===== config.mk =====
export PLATFORM = sky130hd
export DESIGN_NAME = vas_cell
export DESIGN_NICKNAME = d
export VERILOG_FILES = /design/src/design/vas_pkg.sv /design/src/design/vas_cell.sv
export SDC_FILE = /design/constraint.sdc
export NUM_CORES = 1
export LEC_CHECK = 0
export ABC_AREA = 1
export BUFFER_PORTS_ARGS = -buffer_cell sky130_fd_sc_hd__buf_2
export CAP_MARGIN = 20
export CORE_ASPECT_RATIO = 1.25
export CORE_MARGIN = 2
export CORE_UTILIZATION = 45
export CTS_CLUSTER_DIAMETER = 120
export CTS_CLUSTER_SIZE = 24
export DETAILED_ROUTE_END_ITERATION = 16
export GPL_ROUTABILITY_DRIVEN = 0
export GPL_TIMING_DRIVEN = 0
export HOLD_SLACK_MARGIN = 0.15
export PLACE_DENSITY_LB_ADDON = 0.08
export SLEW_MARGIN = 5
export SYNTH_ARGS = -nofsm -noshare
export SYNTH_HDL_FRONTEND = slang
export SYNTH_SLANG_ARGS = --single-unit

===== constraint.sdc =====
create_clock -name clk -period 1.9 [get_ports clk]
set_input_delay 0.285 -clock clk [delete_from_list [all_inputs] [get_ports clk]]
set_output_delay 0.285 -clock clk [all_outputs]
set_load 0.02 [all_outputs]

===== src/design/vas_pkg.sv =====
// Shared types and constants of the voice allocator.
package vas_pkg;

    localparam int PADDR_W       = 3;
    localparam int DATA_W        = 32;
    localparam int POLY_W        = 5;
    localparam int STAMP_W       = 64;
    localparam int VIDX_W        = 6;
    localparam int PAD_FIELD_W   = 8;
    localparam int PAD_MAX_W     = 16;
    localparam int VOICE_FIELD_W = 4;
    localparam int MASK_W        = 16;

    // Word index of the polyphony register on the configuration port.
    localparam logic REG_POLYPHONY = 1'b0;

    typedef enum logic [1:0] {
        OP_NOTE_ON    = 2'd0,
        OP_NOTE_OFF   = 2'd1,
        OP_VOICE_DONE = 2'd2,
        OP_ALL_OFF    = 2'd3
    } opcode_t;

    typedef enum logic [1:0] {
        KIND_RETRIGGER = 2'd0,
        KIND_FREE      = 2'd1,
        KIND_STEAL     = 2'd2
    } kind_t;

    typedef enum logic [1:0] {
        ST_IDLE = 2'd0,
        ST_SCAN = 2'd1,
        ST_RESP = 2'd2
    } state_t;

    typedef logic [PAD_FIELD_W-1:0]   pad_field_t;
    typedef logic [VOICE_FIELD_W-1:0] voice_field_t;
    typedef logic [MASK_W-1:0]        mask_t;

    // Running scan record that travels down the row of voice cells.
    typedef struct packed {
        logic               valid;
        logic               match_found;
        logic [VIDX_W-1:0]  match_idx;
        logic               free_found;
        logic [VIDX_W-1:0]  free_idx;
        logic               old_found;
        logic [VIDX_W-1:0]  old_idx;
        logic [STAMP_W-1:0] old_stamp;
    } scan_rec_t;

    // Per-cell update strobes from the controller.
    typedef struct packed {
        logic start;
        logic clear;
    } cell_ctl_t;

endpackage


===== src/design/vas_cell.sv =====
// One voice slot of the allocator row, with its stage of the scan chain.
module vas_cell #(
    parameter int CELL_IDX = 0,
    parameter int PAD_BITS = 8
) (
    input  logic                          clk,
    input  logic                          rst_n,
    input  logic [vas_pkg::POLY_W-1:0]    polyphony,
    input  logic [PAD_BITS-1:0]           scan_pad,
    input  logic [PAD_BITS-1:0]           probe_pad,
    input  logic [vas_pkg::STAMP_W-1:0]   stamp_in,
    input  vas_pkg::cell_ctl_t            ctl,
    input  vas_pkg::scan_rec_t            rec_in,
    output vas_pkg::scan_rec_t            rec_out,
    output logic                          hit
);
    import vas_pkg::*;

    localparam logic [VIDX_W-1:0] MY_IDX = VIDX_W'(CELL_IDX);

    logic                active_reg, active_next;
    logic [PAD_BITS-1:0] pad_reg, pad_next;
    logic [STAMP_W-1:0]  stamp_reg, stamp_next;
    scan_rec_t           rec_reg, rec_next;
    logic                in_range;
    logic                scan_hit;

    assign in_range = (CELL_IDX < int'(polyphony));
    assign scan_hit = active_reg && (pad_reg == scan_pad);
    assign hit      = active_reg && (pad_reg == probe_pad);
    assign rec_out  = rec_reg;

    always_comb
    begin
        rec_next = rec_in;
        if (in_range)
        begin
            if (!rec_in.match_found && scan_hit)
            begin
                rec_next.match_found = 1'b1;
                rec_next.match_idx   = MY_IDX;
            end
            if (!rec_in.free_found && !active_reg)
            begin
                rec_next.free_found = 1'b1;
                rec_next.free_idx   = MY_IDX;
            end
            // Strict compare keeps the lower index on equal stamps.
            if (active_reg && (!rec_in.old_found || (stamp_reg < rec_in.old_stamp)))
            begin
                rec_next.old_found = 1'b1;
                rec_next.old_idx   = MY_IDX;
                rec_next.old_stamp = stamp_reg;
            end
        end
    end

    always_comb
    begin
        active_next = active_reg;
        pad_next    = pad_reg;
        stamp_next  = stamp_reg;
        if (ctl.clear)
        begin
            active_next = 1'b0;
        end
        if (ctl.start)
        begin
            active_next = 1'b1;
            pad_next    = scan_pad;
            stamp_next  = stamp_in;
        end
    end

    always_ff @(posedge clk or negedge rst_n)
    begin
        if (!rst_n)
        begin
            active_reg <= 1'b0;
            pad_reg    <= '0;
            stamp_reg  <= '0;
            rec_reg    <= '0;
        end
        else
        begin
            active_reg <= active_next;
            pad_reg    <= pad_next;
            stamp_reg  <= stamp_next;
            rec_reg    <= rec_next;
        end
    end

endmodule


# Yosys cells after proc, flatten, opt, wreduce, memory -nomap -nowiden
# Index checks and enable logic that the tools add are counted.
dict set report totals {
  word_cells 32
  inputBits 175
  output_inout_bits 87
  ff_bits 159
}
dict set report classes {
  n_mux 6
  reduce_logical 11
  order_cmp 2
  eq_ne 2
}
# op count
set op_table {}
lappend op_table {{$mux W85} 1}
lappend op_table {{$mux W71} 1}
lappend op_table {{$lt A64 B64 Y1} 1}
lappend op_table {{$eq A8 B8 Y1} 2}
lappend op_table {{$mux W7} 2}
lappend op_table {{$logic_and A1 B1 Y1} 5}
lappend op_table {{$lt A1 B5 Y1 const A} 1}
lappend op_table {{$logic_not A1 Y1} 4}
lappend op_table {{$mux W1} 2}
lappend op_table {{$reduce_bool A2 Y1} 1}
lappend op_table {{$logic_or A1 B1 Y1} 1}

# Depth between registers and ports, before layout
dict set report depth {
  word_depth 5
  depth_mapped 19
  depth_no_buf 18
}

# Worst setup path after synthesis
# No wires, ideal clock.
dict set report synth_timing {
  path_kind {reg-to-reg}
  startpoint {reg stamp_reg[59]}
  endpoint {reg rec_reg, in the netlist rec_out[55]}
  path_slack_ps 41
  stages_incl_launch_ff 16
  synth_period_minus_slack_ps 1859
  setup_ps 116
  path_buffers 1
  t_arrival_ps 1743
  path_cell_list {dfrtp_1 ha_1 nand2_1 inv_2 nand3_1 nor3_2 nand2_1 nor2_1 nand2_1 o21ai_0 nor2_1 nand2_1 nand2_4 buf_2 nand3_1 nand2_1}
}
# item line_no
set synth_rtl {}
lappend synth_rtl {{start: declaration} vas_cell.sv:23} ;# logic [STAMP_W-1:0] stamp_reg, stamp_next;
lappend synth_rtl {{start signal: assignment} vas_cell.sv:88} ;# stamp_reg <= stamp_next;
lappend synth_rtl {{end signal: assignment} vas_cell.sv:89} ;# rec_reg <= rec_next;
lappend synth_rtl {{end: declaration} vas_cell.sv:24} ;# scan_rec_t rec_reg, rec_next;

==> flow_metrics.tcl <==
set metrics [dict create \
    period_minus_slack_ns 2.30 \
    syn-num-nets 1173 \
    drtPass1Iterations 5 \
    cp.arrival_ns 2.61 \
    routed_wl_um 23900 \
    report.final.slew_viol_count 0 \
    drtAntennaViolNets 0 \
    p_int_w 0.00701 \
    setup_ws_ns -0.401 \
    synth_top_area_share 0.508 \
    fill_cells 1326 \
    synth_area_per_cell_um2 8.38 \
    synth_top_cell_by_area "dfrtp_1" \
    seqPwrFrac 0.391 \
    vdd_drop_max_mv 0.482 \
    crit_path_end_kind "flip-flop" \
    synthesis.area_um2 7830 \
    ys_seq_area_frac 0.508 \
    finalNonFillerCells 1626 \
    cts_max_level 4 \
    yosysMostFrequentCell "nand2_1" \
    crit_path_start "stamp_reg[7]$_DFFE_PN0P_" \
    start_util 0.463 \
    fin_nets 1630 \
    vias_per_cell 4.78 \
    swShare 0.303 \
    switching_power_w 0.00305 \
    placed_cells 1416 \
    cts_tree "built" \
    p_leak_nw 6.89 \
    fin_skew_ns 0.00793 \
    synth_edf_count 0 \
    drv_cap 0 \
    antenna_found_initial 3 \
    worstMarginPinSlew_ns 0.619 \
    dieArea_um2 18500 \
    synth-simple-area-share 0.260 \
    post_drt_wl_per_cell_um 14.7 \
    hold_viol_final 0 \
    combPwrFrac 0.259 \
    synth_top_flop_cell "dfrtp_1" \
    violations "setup timing" \
    fin_crit_sh 1.21 \
    synthCells 935 \
    crit_type "flip-flop to flip-flop" \
    cts.path.max_buffers 2 \
    synth.area.top_cells "dfrtp_1 (51%), nand2_1 (19%), ha_1 (10%)" \
    ys_ff_latch 159 \
    muxShareOfSynthArea 0 \
    num_vias 7772 \
    powerDensity_nw_per_um2 807 \
    setup.worst_path.end "rec_out[32]$_DFF_PN0_" \
    synthAdderAreaFrac 0.101 \
    grt_max_degree 116 \
    drive_gt1_frac 0.319 \
    rsz0062_at_grt "yes" \
    synth_xor_area_frac 0.0112 \
    min_path_type "input port to flip-flop" \
    area_growth_pct 59.1 \
    ys_warn_count 0 \
    num_rows 53 \
    grt_pass1_wl_um 36600 \
    cp.required_ns 2.21 \
    ys_types 32 \
    max_slew_margin 0.584 \
    start_kind "flip-flop" \
    num_io_pins 262 \
    path_clk_slew_ns 0.06 \
    synth_compound_area_frac 0.0476 \
    drc 0 \
    clkPwrFrac 0.350 \
    worstRegToRegCells 17 \
    synth_top_family_by_area "simple AND/OR/NAND/NOR gates" \
    drt-initial-drc-count 327 \
    r2r-start "stamp_reg[7]$_DFFE_PN0P_" \
    gr-total-overflow 0 \
    fp.dieW_um 122 \
    track_usage 0.257 \
    crit_fanout 6 \
    cts_buffers 17 \
    insertion_delay_ns 0.42 \
    synthTopCellsByCount "nand2_1 (393), dfrtp_1 (159), inv_1 (96)" \
    status "complete, but fails checks" \
    post-dp-hpwl_um 15400 \
    io_buffers 260 \
    cts_sinks 159 \
    core_um2 16900 \
    rrSetupSlack_ns -0.40 \
    cts-root-buf "clkbuf_16" \
    synthArstFlopShare 1.00 \
    fmax_ghz 0.435 \
    r2r-end "rec_out[32]$_DFF_PN0_" \
    grt_pass1_vias 7764 \
    setup_viol 78 \
    die_y_um 152 \
    final_util 0.737 \
    largest_reg_flops 86 \
]
[placed cells by master (no fill, tap or decap), types with 11 or more instances in the layout]
cell and instances:
o21ai_0 17, buf_2 266, nand3_1 60, clkbuf_16 22, nand2_1 312, inv_1 93, nand2_4 18, clkbuf_1 15
nor2_1 21, ha_1 62, nand2_2 63, dfrtp_1 158, buf_4 11, a21oi_1 29, dlygate4sd3_1 159
[critical path, stage by stage (launching register included)]
cell and delay (ns):
dfrtp_1 0.41, ha_1 0.30, nand2_1 0.09, inv_1 0.05, nor3_1 0.16, nand2_1 0.10
nand2_1 0.08, nand2_2 0.07, nand2_2 0.07, nand2_2 0.07, nand2_2 0.08, nand2_4 0.09
buf_12 0.14, nand2_8 0.11, nand2_8 0.10, clkbuf_16 0.19, nand2_1 0.05, nand2_1 0.04
[area by class of cell]
class                      count  area, um^2  share of cell area
timing repair buffer         436        3200               0.257
antenna                        1        2.50            0.000201
tap                          220         275              0.0221
inverter                      97         364              0.0292
clock buffer                  19         443              0.0355
clock inverter                13         163              0.0131
sequential                   159        3980               0.319
buffer                        37         270              0.0217
multi-input combinational    644        3770               0.302
[power by group through the flow]
stage          Combinational (W)  Clock [W]  Sequential, W
2_1_floorplan           0.000860          0        0.00426
3_3_place_gp             0.00190          0        0.00398
3_5_place_dp             0.00194          0        0.00398
4_1_cts                  0.00233    0.00357        0.00392
5_1_grt                  0.00287    0.00372        0.00397
6_report                 0.00260    0.00352        0.00393
[how the worst min path moves through the flow]
stage          startpoint                     end  slack (ns)  cells after the start
2_1_floorplan       rst_n  active_reg$_DFFE_PN0P_       -0.01                      0
3_3_place_gp   rec_in[85]   rec_out[85]$_DFF_PN0_        0.40                      1
3_5_place_dp        rst_n   rec_out[11]$_DFF_PN0_        0.19                      1
4_1_cts        rec_in[43]   rec_out[43]$_DFF_PN0_        0.08                      3
5_1_grt        rec_in[70]   rec_out[70]$_DFF_PN0_        0.27                      2
6_report       rec_in[70]   rec_out[70]$_DFF_PN0_        0.28                      2
[repair_timing]
item	4_1_cts	5_1_grt
setup endpoints to repair	71	78
hold buffers	156	3
setup buffers	5	4
cloned	4	5
hold endpoints to repair	202	3
pin swaps	4	25
resized for setup	35	132
[cells by family after synthesis]
group	count (synthesis)
AND/OR/NAND/NOR	503
AO/OA/AOI/OAI	66
buffers and inverters	134
XOR/XNOR	10
flip-flops	159
adder cells (fa/ha/maj)	63
[per-stage QoR]
stage	hold slack [ns]	total power, W	TNS (ns)	worst slack, ns	area, um^2
floorplan	-0.0106	0.00512	0	0.0408	7830
global placement	0.398	0.00588	-333.94	-1.94	9410
detailed placement	0.193	0.00592	-28.95	-0.449	9450
CTS	0.0848	0.00982	-20.63	-0.356	11900
global route	0.269	0.0106	-36.00	-0.534	12500
finish	0.277	0.0101	-25.80	-0.401	12500
[metal layers]
metal / up-vias / GRT usage / routed length, um
li1: 3865 / - / -
met1: 3627 / 0.304 / 9690
met5: - / 0 / 27
met4: 4 / 0.0966 / 576
met2: 228 / 0.458 / 12400
met3: 48 / 0.0524 / 1190
No activity file was read; power rests on OpenSTA's default activity.
